### src/rtl/epbc_pkg.sv
// epbc_pkg: shared stage types, constants and helper functions of the calendar pipeline
`default_nettype none
package epbc_pkg;

    localparam logic [0:0] REG_TIMEZONE = 1'b0;
    localparam logic [0:0] REG_DST      = 1'b1;

    localparam logic signed [34:0] EPOCH_2000   = 35'sd946684800;
    localparam logic signed [34:0] SECS_HOUR    = 35'sd3600;
    localparam logic signed [34:0] SECS_CENTURY = 35'sd3155760000;

    // floor(2^32 / d), so the estimate is exact or one low for any 32-bit dividend; RECIP_QUAD is rounded up instead
    localparam logic [31:0] RECIP_DAY  = 32'd49710;
    localparam logic [31:0] RECIP_HOUR = 32'd1193046;
    localparam logic [31:0] RECIP_MIN  = 32'd71582788;
    localparam logic [31:0] RECIP_WEEK = 32'd613566756;
    localparam logic [31:0] RECIP_QUAD = 32'd2939745;

    typedef struct packed {
        logic        vld;
        logic        oor;
        logic [31:0] t;
    } st1_t;

    typedef struct packed {
        logic        vld;
        logic        oor;
        logic [31:0] t;
        logic [15:0] dq;
    } st2_t;

    typedef struct packed {
        logic        vld;
        logic        oor;
        logic [15:0] days;
        logic [16:0] sod;
    } st3_t;

    typedef struct packed {
        logic        vld;
        logic        oor;
        logic [16:0] sod;
        logic [4:0]  hq;
        logic [15:0] dp6;
        logic [12:0] wq;
        logic [15:0] days;
        logic [4:0]  cq;
    } st4_t;

    typedef struct packed {
        logic        vld;
        logic        oor;
        logic [4:0]  hh;
        logic [11:0] remh;
        logic [2:0]  wd;
        logic [4:0]  c4;
        logic [10:0] r4;
    } st5_t;

    typedef struct packed {
        logic        vld;
        logic        oor;
        logic [4:0]  hh;
        logic [11:0] remh;
        logic [5:0]  mq;
        logic [2:0]  wd;
        logic [6:0]  yr;
        logic [8:0]  doy;
        logic        leap;
    } st6_t;

    typedef struct packed {
        logic        vld;
        logic        oor;
        logic [4:0]  hh;
        logic [5:0]  mm;
        logic [5:0]  ss;
        logic [2:0]  wd;
        logic [6:0]  yr;
        logic [3:0]  mo;
        logic [4:0]  dom;
    } st7_t;

    // upper word of x * recip, a quotient estimate
    function automatic logic [31:0] div_est(input logic [31:0] x, input logic [31:0] recip);
        logic [63:0] p;
        p = 64'(x) * 64'(recip);
        return p[63:32];
    endfunction

    // first day of month (0-based) within the year
    function automatic logic [8:0] month_start(input logic [3:0] mo, input logic leap);
        logic [8:0] base;
        unique case (mo)
            4'd0:    base = 9'd0;
            4'd1:    base = 9'd31;
            4'd2:    base = 9'd59;
            4'd3:    base = 9'd90;
            4'd4:    base = 9'd120;
            4'd5:    base = 9'd151;
            4'd6:    base = 9'd181;
            4'd7:    base = 9'd212;
            4'd8:    base = 9'd243;
            4'd9:    base = 9'd273;
            4'd10:   base = 9'd304;
            4'd11:   base = 9'd334;
            default: base = 9'd0;
        endcase
        return base + 9'((leap && (mo >= 4'd2)) ? 1 : 0);
    endfunction

    // two bcd digits of a value below 100
    function automatic logic [7:0] bcd8(input logic [6:0] v);
        logic [14:0] p;
        logic [3:0]  tens;
        p    = 15'(v) * 15'd205;
        tens = p[14:11];
        return {tens, 4'(v - 7'(tens) * 7'd10)};
    endfunction

endpackage
`default_nettype wire

### src/rtl/epbc_offset.sv
// epbc_offset: local time offset from 2000 and the century range check
`default_nettype none
module epbc_offset (
    input  wire logic              aclk,
    input  wire logic              aresetn,
    input  wire logic              en,
    input  wire logic              in_vld,
    input  wire logic [31:0]       unix_seconds,
    input  wire logic signed [4:0] tz_hours,
    input  wire logic              dst_on,
    output epbc_pkg::st1_t         s1_o
);

    logic signed [5:0]  hours_off;
    logic signed [34:0] off_secs;
    logic signed [34:0] t_loc;
    epbc_pkg::st1_t     s1_reg, s1_next;

    assign hours_off = 6'(tz_hours) + $signed({5'b00000, dst_on});
    assign off_secs  = 35'(hours_off) * epbc_pkg::SECS_HOUR;
    assign t_loc     = $signed({3'b000, unix_seconds}) - epbc_pkg::EPOCH_2000 + off_secs;

    always_comb begin
        s1_next.vld = in_vld;
        s1_next.oor = t_loc[34] || (t_loc >= epbc_pkg::SECS_CENTURY);
        s1_next.t   = t_loc[31:0];
    end

    always_ff @(posedge aclk) begin
        if (!aresetn) begin
            s1_reg.vld <= 1'b0;
        end else if (en) begin
            s1_reg <= s1_next;
        end
    end

    assign s1_o = s1_reg;

endmodule
`default_nettype wire

### src/rtl/epbc_daysplit.sv
// epbc_daysplit: splits local seconds into whole days and seconds of the day
`default_nettype none
module epbc_daysplit (
    input  wire logic           aclk,
    input  wire logic           aresetn,
    input  wire logic           en,
    input  wire epbc_pkg::st1_t s1_i,
    output epbc_pkg::st3_t      s3_o
);

    epbc_pkg::st2_t s2_reg, s2_next;
    epbc_pkg::st3_t s3_reg, s3_next;
    logic [31:0]    r32;
    logic [17:0]    rem;

    always_comb begin
        s2_next.vld = s1_i.vld;
        s2_next.oor = s1_i.oor;
        s2_next.t   = s1_i.t;
        s2_next.dq  = 16'(epbc_pkg::div_est(s1_i.t, epbc_pkg::RECIP_DAY));
    end

    // estimate may be one day short
    assign r32 = s2_reg.t - 32'(s2_reg.dq) * 32'd86400;
    assign rem = r32[17:0];

    always_comb begin
        s3_next.vld = s2_reg.vld;
        s3_next.oor = s2_reg.oor;
        if (rem >= 18'd86400) begin
            s3_next.days = s2_reg.dq + 16'd1;
            s3_next.sod  = 17'(rem - 18'd86400);
        end else begin
            s3_next.days = s2_reg.dq;
            s3_next.sod  = rem[16:0];
        end
    end

    always_ff @(posedge aclk) begin
        if (!aresetn) begin
            s2_reg.vld <= 1'b0;
            s3_reg.vld <= 1'b0;
        end else if (en) begin
            s2_reg <= s2_next;
            s3_reg <= s3_next;
        end
    end

    assign s3_o = s3_reg;

endmodule
`default_nettype wire

### src/rtl/epbc_fields.sv
// epbc_fields: hour, minute, second, weekday, year, month and day of month stages
`default_nettype none
module epbc_fields (
    input  wire logic           aclk,
    input  wire logic           aresetn,
    input  wire logic           en,
    input  wire epbc_pkg::st3_t s3_i,
    output epbc_pkg::st7_t      s7_o
);

    epbc_pkg::st4_t s4_reg, s4_next;
    epbc_pkg::st5_t s5_reg, s5_next;
    epbc_pkg::st6_t s6_reg, s6_next;
    epbc_pkg::st7_t s7_reg, s7_next;

    logic [16:0] remh0;
    logic [15:0] wr0;
    logic [15:0] qr0;
    logic [11:0] ss0;
    logic [3:0]  mo_sel;
    logic [8:0]  mo_base;

    // stage 4: quotient estimates for hour, week and four-year cycle
    always_comb begin
        s4_next.vld  = s3_i.vld;
        s4_next.oor  = s3_i.oor;
        s4_next.sod  = s3_i.sod;
        s4_next.hq   = 5'(epbc_pkg::div_est(32'(s3_i.sod), epbc_pkg::RECIP_HOUR));
        s4_next.dp6  = s3_i.days + 16'd6;
        s4_next.wq   = 13'(epbc_pkg::div_est(32'(s3_i.days + 16'd6),
                                             epbc_pkg::RECIP_WEEK));
        s4_next.days = s3_i.days;
        s4_next.cq   = 5'(epbc_pkg::div_est(32'(s3_i.days), epbc_pkg::RECIP_QUAD));
    end

    // stage 5: remainders with one correction step each
    assign remh0 = s4_reg.sod - 17'(s4_reg.hq) * 17'd3600;
    assign wr0   = s4_reg.dp6 - 16'(s4_reg.wq) * 16'd7;
    assign qr0   = s4_reg.days - 16'(s4_reg.cq) * 16'd1461;

    always_comb begin
        s5_next.vld = s4_reg.vld;
        s5_next.oor = s4_reg.oor;
        if (remh0 >= 17'd3600) begin
            s5_next.hh   = s4_reg.hq + 5'd1;
            s5_next.remh = 12'(remh0 - 17'd3600);
        end else begin
            s5_next.hh   = s4_reg.hq;
            s5_next.remh = remh0[11:0];
        end
        if (wr0 >= 16'd7) begin
            s5_next.wd = 3'(wr0 - 16'd7);
        end else begin
            s5_next.wd = wr0[2:0];
        end
        if (qr0 >= 16'd1461) begin
            s5_next.c4 = s4_reg.cq + 5'd1;
            s5_next.r4 = 11'(qr0 - 16'd1461);
        end else begin
            s5_next.c4 = s4_reg.cq;
            s5_next.r4 = qr0[10:0];
        end
    end

    // stage 6: year within the cycle (first year is leap), minute estimate
    always_comb begin
        s6_next.vld  = s5_reg.vld;
        s6_next.oor  = s5_reg.oor;
        s6_next.hh   = s5_reg.hh;
        s6_next.remh = s5_reg.remh;
        s6_next.mq   = 6'(epbc_pkg::div_est(32'(s5_reg.remh), epbc_pkg::RECIP_MIN));
        s6_next.wd   = s5_reg.wd;
        priority if (s5_reg.r4 < 11'd366) begin
            s6_next.yr   = {s5_reg.c4, 2'd0};
            s6_next.doy  = s5_reg.r4[8:0];
            s6_next.leap = 1'b1;
        end else if (s5_reg.r4 < 11'd731) begin
            s6_next.yr   = {s5_reg.c4, 2'd1};
            s6_next.doy  = 9'(s5_reg.r4 - 11'd366);
            s6_next.leap = 1'b0;
        end else if (s5_reg.r4 < 11'd1096) begin
            s6_next.yr   = {s5_reg.c4, 2'd2};
            s6_next.doy  = 9'(s5_reg.r4 - 11'd731);
            s6_next.leap = 1'b0;
        end else begin
            s6_next.yr   = {s5_reg.c4, 2'd3};
            s6_next.doy  = 9'(s5_reg.r4 - 11'd1096);
            s6_next.leap = 1'b0;
        end
    end

    // stage 7: minutes and seconds, month by parallel compares, day of month
    assign ss0 = s6_reg.remh - 12'(s6_reg.mq) * 12'd60;

    always_comb begin
        mo_sel = 4'd0;
        for (int m = 1; m < 12; m++) begin
            if (s6_reg.doy >= epbc_pkg::month_start(4'(m), s6_reg.leap)) begin
                mo_sel = 4'(m);
            end
        end
    end

    assign mo_base = epbc_pkg::month_start(mo_sel, s6_reg.leap);

    always_comb begin
        s7_next.vld = s6_reg.vld;
        s7_next.oor = s6_reg.oor;
        s7_next.hh  = s6_reg.hh;
        if (ss0 >= 12'd60) begin
            s7_next.mm = s6_reg.mq + 6'd1;
            s7_next.ss = 6'(ss0 - 12'd60);
        end else begin
            s7_next.mm = s6_reg.mq;
            s7_next.ss = ss0[5:0];
        end
        s7_next.wd  = s6_reg.wd;
        s7_next.yr  = s6_reg.yr;
        s7_next.mo  = mo_sel;
        s7_next.dom = 5'(s6_reg.doy - mo_base) + 5'd1;
    end

    always_ff @(posedge aclk) begin
        if (!aresetn) begin
            s4_reg.vld <= 1'b0;
            s5_reg.vld <= 1'b0;
            s6_reg.vld <= 1'b0;
            s7_reg.vld <= 1'b0;
        end else if (en) begin
            s4_reg <= s4_next;
            s5_reg <= s5_next;
            s6_reg <= s6_next;
            s7_reg <= s7_next;
        end
    end

    assign s7_o = s7_reg;

endmodule
`default_nettype wire

### src/rtl/epoch_to_bcd_calendar_top.sv
// epoch_to_bcd_calendar_top: unix seconds to bcd calendar words, top level
//
//   channel   direction  handshake                      payload
//   s_axis    in         s_axis_tvalid / s_axis_tready  tdata: unix_seconds
//   m_axis    out        m_axis_tvalid / m_axis_tready  tdata: calendar, tuser: out_of_range
//   cfg       in         cfg_wr_en                      cfg_addr, cfg_wdata
//
// one item per cycle while the output is not stalled; an item enters the first of 8 register
// stages at its accepting edge and passes through stages s1 to s7 into the output register,
// where its result can be taken.
// aresetn clears all valid bits, timezone to 0 and daylight saving to on.
// the whole pipeline holds while a result waits at the output; s_axis_tready
// drops in exactly those cycles.
`default_nettype none
module epoch_to_bcd_calendar_top (
    input  wire logic        aclk,
    input  wire logic        aresetn,
    input  wire logic        s_axis_tvalid,
    output wire logic        s_axis_tready,
    input  wire logic [31:0] s_axis_tdata,   // [31:0] unix_seconds
    output wire logic        m_axis_tvalid,
    input  wire logic        m_axis_tready,
    // [6:0] seconds_bcd, [13:7] minutes_bcd, [19:14] hours_bcd, [25:20] day_bcd,
    // [28:26] weekday, [33:29] month_bcd, [41:34] year_bcd, [47:42] zero
    output wire logic [47:0] m_axis_tdata,
    output wire logic        m_axis_tuser,   // [0] out_of_range
    input  wire logic        cfg_wr_en,
    input  wire logic [0:0]  cfg_addr,
    input  wire logic [4:0]  cfg_wdata
);

    logic signed [4:0] tz_reg;
    logic              dst_reg;
    logic              en;
    logic              m_valid_reg;
    logic [47:0]       m_data_reg, m_data_next;
    logic              m_user_reg;
    epbc_pkg::st1_t    s1;
    epbc_pkg::st3_t    s3;
    epbc_pkg::st7_t    s7;
    logic [7:0]        sec_b, min_b, hr_b, day_b, mon_b, yr_b;

    always_ff @(posedge aclk) begin
        if (!aresetn) begin
            tz_reg  <= 5'sd0;
            dst_reg <= 1'b1;
        end else if (cfg_wr_en) begin
            unique case (cfg_addr)
                epbc_pkg::REG_TIMEZONE: tz_reg  <= $signed(cfg_wdata);
                epbc_pkg::REG_DST:      dst_reg <= cfg_wdata[0];
                default:                ;
            endcase
        end
    end

    // pipeline advances whenever the output register is free or being drained
    assign en            = !m_valid_reg || m_axis_tready;
    assign s_axis_tready = en;

    epbc_offset u_offset (
        .aclk         (aclk),
        .aresetn      (aresetn),
        .en           (en),
        .in_vld       (s_axis_tvalid),
        .unix_seconds (s_axis_tdata),
        .tz_hours     (tz_reg),
        .dst_on       (dst_reg),
        .s1_o         (s1)
    );

    epbc_daysplit u_daysplit (
        .aclk    (aclk),
        .aresetn (aresetn),
        .en      (en),
        .s1_i    (s1),
        .s3_o    (s3)
    );

    epbc_fields u_fields (
        .aclk    (aclk),
        .aresetn (aresetn),
        .en      (en),
        .s3_i    (s3),
        .s7_o    (s7)
    );

    assign sec_b = epbc_pkg::bcd8(7'(s7.ss));
    assign min_b = epbc_pkg::bcd8(7'(s7.mm));
    assign hr_b  = epbc_pkg::bcd8(7'(s7.hh));
    assign day_b = epbc_pkg::bcd8(7'(s7.dom));
    assign mon_b = epbc_pkg::bcd8(7'(s7.mo) + 7'd1);
    assign yr_b  = epbc_pkg::bcd8(s7.yr);

    always_comb begin
        if (s7.oor) begin
            m_data_next = '0;
        end else begin
            m_data_next = {6'b000000, yr_b, mon_b[4:0], s7.wd, day_b[5:0],
                           hr_b[5:0], min_b[6:0], sec_b[6:0]};
        end
    end

    always_ff @(posedge aclk) begin
        if (!aresetn) begin
            m_valid_reg <= 1'b0;
        end else if (en) begin
            m_valid_reg <= s7.vld;
        end
    end

    always_ff @(posedge aclk) begin
        if (en) begin
            m_data_reg <= m_data_next;
            m_user_reg <= s7.oor;
        end
    end

    assign m_axis_tvalid = m_valid_reg;
    assign m_axis_tdata  = m_data_reg;
    assign m_axis_tuser  = m_user_reg;

    // out-of-range items carry all-zero calendar words
    a_oor_zero: assert property (@(posedge aclk) disable iff (!aresetn)
        (m_axis_tvalid && m_axis_tuser) |-> (m_axis_tdata == 48'd0))
        else $error("out-of-range item with nonzero fields");

    // quotient corrections keep seconds and minutes in 00-59 and the hour tens digit at most 2
    a_time_digits: assert property (@(posedge aclk) disable iff (!aresetn)
        (m_axis_tvalid && !m_axis_tuser) |->
            (m_axis_tdata[6:4] <= 3'd5 && m_axis_tdata[3:0] <= 4'd9 &&
             m_axis_tdata[13:11] <= 3'd5 && m_axis_tdata[10:7] <= 4'd9 &&
             m_axis_tdata[19:18] <= 2'd2))
        else $error("time digits out of range");

    // day and month of an in-range item are never zero, weekday is never 7, unused bits stay zero
    a_date_fields: assert property (@(posedge aclk) disable iff (!aresetn)
        (m_axis_tvalid && !m_axis_tuser) |->
            (m_axis_tdata[25:20] != 6'd0 && m_axis_tdata[28:26] != 3'd7 &&
             m_axis_tdata[33:29] != 5'd0 && m_axis_tdata[47:42] == 6'd0))
        else $error("calendar fields out of range");

endmodule
`default_nettype wire
### config.mk
export PLATFORM = sky130hd
export DESIGN_NAME = epoch_to_bcd_calendar_top
export DESIGN_NICKNAME = d
export VERILOG_FILES = /design/src/rtl/epbc_pkg.sv /design/src/rtl/epbc_offset.sv /design/src/rtl/epbc_daysplit.sv /design/src/rtl/epbc_fields.sv /design/src/rtl/epoch_to_bcd_calendar_top.sv
export SDC_FILE = /design/constraint.sdc
export NUM_CORES = 2
export LEC_CHECK = 0
export BUFFER_PORTS_ARGS = -buffer_cell sky130_fd_sc_hd__buf_4
export CAP_MARGIN = 20
export CORE_MARGIN = 1
export CORE_UTILIZATION = 30
export CTS_BUF_LIST = sky130_fd_sc_hd__clkbuf_4 sky130_fd_sc_hd__clkbuf_8
export DETAILED_ROUTE_END_ITERATION = 10
export HOLD_SLACK_MARGIN = 0.06
export SYNTH_ARGS = -nofsm -noshare
export SYNTH_HDL_FRONTEND = slang
export SYNTH_SLANG_ARGS = --single-unit
### constraint.sdc
create_clock -name aclk -period 16.3 [get_ports aclk]
set_clock_uncertainty 0.1 [all_clocks]
set_input_delay 3.26 -clock aclk [delete_from_list [all_inputs] [get_ports aclk]]
set_output_delay 3.26 -clock aclk [all_outputs]
set_load 0.02 [all_outputs]
==> metrics.sh <==
RUN_STATUS='finished, final reports clean'
DRV.MAX_CAP_VIOLATION_COUNT=0
VIAS=28800
AREA.GROWTH.SYNTH_TO_FINAL_PCT=10.2
POSTROUTEWIRELENGTH_UM=85100
SYNTH_LARGEST_AREA_CELL='ha_1'
SYNTH_TOP_FAMILY_BY_AREA='adder cells'
CTS_RESIZED=0
FILLERINSTANCES=15300
CRITPATHMAXFANOUT=25
HTREE_LEVELS=3
MAX-SLEW-MARGIN-REL=0.349
POST_SYNTHESIS_SIMPLE_GATE_AREA_FRACTION=0.0686
ROUTED_WIRE_LENGTH_PER_INSTANCE_UM=13.1
YS_TOP_CELLS_BY_COUNT='ha_1 (1018), inv_1 (921), fa_1 (470)'
CORE_REGION_MM2=0.150
HOLD_VIOL=0
GLOBALROUTETOTALUTIL=0.116
POST-DP-HPWL_UM=71200
GP_CONGESTION=0.862
FIN_NETS=5933
NUMBER_OF_ANTENNA_VIOLATIONS_AT_THE_FIRST_CHECK_IN_GLOBAL_ROUTING=3
CLKLATENCYLATEPIN_NS=0.72
SYNTH.MOST_COMMON_CELL='ha_1'
SYNTHTOPCELLSBYAREA='ha_1 (28%), edfxtp_1 (22%), fa_1 (21%)'
SYN-CELL-AREA_MM2=0.0455
INITIAL_CORE_UTIL=0.303
SETUP-TNS-FINAL_NS=0
DETAIL_ROUTE.DRC_VIOLATIONS=0
POST_CTS_HOLD_BUFFER_COUNT=0
CPMAXSTAGEDELAYCELL='inv_1'
CTS-ROOT-TO-SINK-BUFFERS=3
WHS_NS=0.282
SYNTH-ASYNC-RESET-RATIO=0
SYNTH.AVG_CELL_AREA_UM2=10.7
HOLD_PATH_CLASS='flip-flop to flip-flop'
CRITPATHKIND='flip-flop to flip-flop'
DIE_WIDTH_UM=392
WORSTPATHREQUIRED_NS=16.63
POST_CTS_REPAIR_TIMING_SETUP_BUFFER_COUNT=0
FLOORPLAN.ROWS=142
SYNTH_SEQUENTIAL_AREA_RATIO=0.227
POST-SYNTH-TOP-AREA-FRACTION=0.280
ENDPOINT_KIND_OF_THE_WORST_SETUP_TIMING_PATH='flip-flop'
CLK_PIN_SLEW_WORST_PATHS_NS=0.07
DRTPASS1ITERATIONS=5
DRIVE_ABOVE_1_SHARE=0.0574
SYNTH_FA_HA_AREA_FRAC=0.486
YS_DOMINANT_REG_CELL='edfxtp_1'
SYNTH_ENABLE_FLOP_CELLS=335
COMPLEX_GATE_FRACTION_OF_THE_SYNTHESIZED_AREA=0.0780
AVGVIACOUNTPERCELL=4.45
GRT_FIRST_PASS_WIRELENGTH_UM=148000
GRT_SETUP_UNREPAIRED='no'
IO-PIN-COUNT=94
CLOCKROOTBUFFER='clkbuf_8'
TRITONCTS='yes'
YOSYSWARNINGCOUNT=0
WORST_MARGIN_SLEW_NS=0.976
MAXSLEWVIOLCOUNT=0
LAYOUT.CELL_AREA.NON_FILLER_MM2=0.0502
POST_SYNTH_NUM_CELL_TYPES=94
YOSYS_REGISTER_BITS=349
MUXSHAREOFSYNTHAREA=0.00640
PLACEMENT.IO_BUFFERS=87
CLOCK.FMAX_MHz=127
MIN_PERIOD_OVER_PERIOD=0.481
FINAL_CRITICAL_PATH_TIME_INCLUDING_I_O_DELAYS_AND_SETUP_NS=7.85
DIE_H_UM=392
DPL-INSTANCE-AREA_MM2=0.0487
FIRST_GLOBAL_VIAS=30700
ANTENNA_LEFT=0
SYN_INST=4264
PLACEDCELLCOUNT=6346
NUMBER_OF_SETUP_VIOLATIONS_IN_THE_FINAL_REPORT=0
SYNTH-XOR-AREA-SHARE=0.0540
CRITICAL_PATH_ARRIVAL_NS=8.18
GRT-OVFL-TOTAL=0
LARGEST_REG_FLOPS=73
CRITICAL-PATH-TOP-CELL-BY-COUNT='ha_1'
GRT_MAX_DEGREE=160
CLKSINKCOUNT=349
DIE-AREA_MM2=0.153
DR.FIRST_ITER.DRC_COUNT=890
START_KIND='flip-flop'
CRITICAL-PATH-MAX-STAGE-DELAY_NS=0.67
CTS_BUFFERS=70
INSTANCES_NO_FILL=6476
==> through the flow <==
step	util	worst slack (ns)
6_report	0.334	8.45
5_1_grt	0.334	7.95
4_1_cts	0.334	8.41
3_5_place_dp	0.324	8.45
3_3_place_gp	0.324	8.54
2_1_floorplan	-	4.57
==> placed cells by master, fill, tap and decap left out, types with 73 or more instances in the layout <==
master / Yosys / routed
o21ai_0: 84 / 84
buf_4: 6 / 92
xnor2_1: 210 / 210
nor2_1: 175 / 175
clkbuf_8: 0 / 73
ha_1: 1018 / 1018
edfxtp_1: 335 / 335
a21oi_1: 132 / 132
fa_1: 470 / 470
inv_1: 921 / 921
nand2_1: 139 / 139
==> area by class of cell <==
class,count,area (um2),area share
clock inverter,42,410,0.00818
clock buffer,86,1100,0.0220
antenna,2,5.00,0.0000998
sequential,349,10300,0.206
timing repair buffer,93,711,0.0142
inverter,924,3470,0.0691
tap,2016,2520,0.0503
multi-input combinational,2964,31600,0.630
==> critical path: cells and delay by family (launching register included) <==
family,cells,cell delay [ns]
compound gates,10,1.88
mux,1,0.51
xor+xnor,1,0.39
fa+ha+maj,9,3.21
buf+inv,3,0.89
flops,1,0.34
simple gates,3,0.26
==> logic make-up (layout without fill, tap and decap cells) <==
family	after synthesis	count (layout)
xor gates and xnor gates	280	280
muxes	28	28
DFF	349	349
other	1	8
AOI/OAI and AO/OA	527	527
and+or+nand+nor	634	634
adders and majority gates	1489	1489
buffers and inverters	956	1145
==> layer usage <==
layer,part of all wire,GRT usage,wire (um),vias to the layer above
met1,0.48,0.154,40600,13800
met4,0.018,0.0248,1490,0
met3,0.032,0.0195,2680,100
met5,0,0,0,-
li1,-,-,-,14600
met2,0.47,0.198,40300,337
==> worst paths after layout <==
kind,depth (start not counted),endpoint,slack [ns],start
setup / recovery,27,u_offset.s1_o[32],8.45,tz_reg[0]
hold / removal,0,u_fields.s6_reg[43],0.28,u_fields.s5_reg[36]
setup reg to reg,27,u_offset.s1_o[32],8.45,tz_reg[0]
hold reg to reg,0,u_fields.s6_reg[43],0.28,u_fields.s5_reg[36]
Power is not shown: default switching activity piles up to over one toggle a cycle in this logic, so the estimate is an artifact.
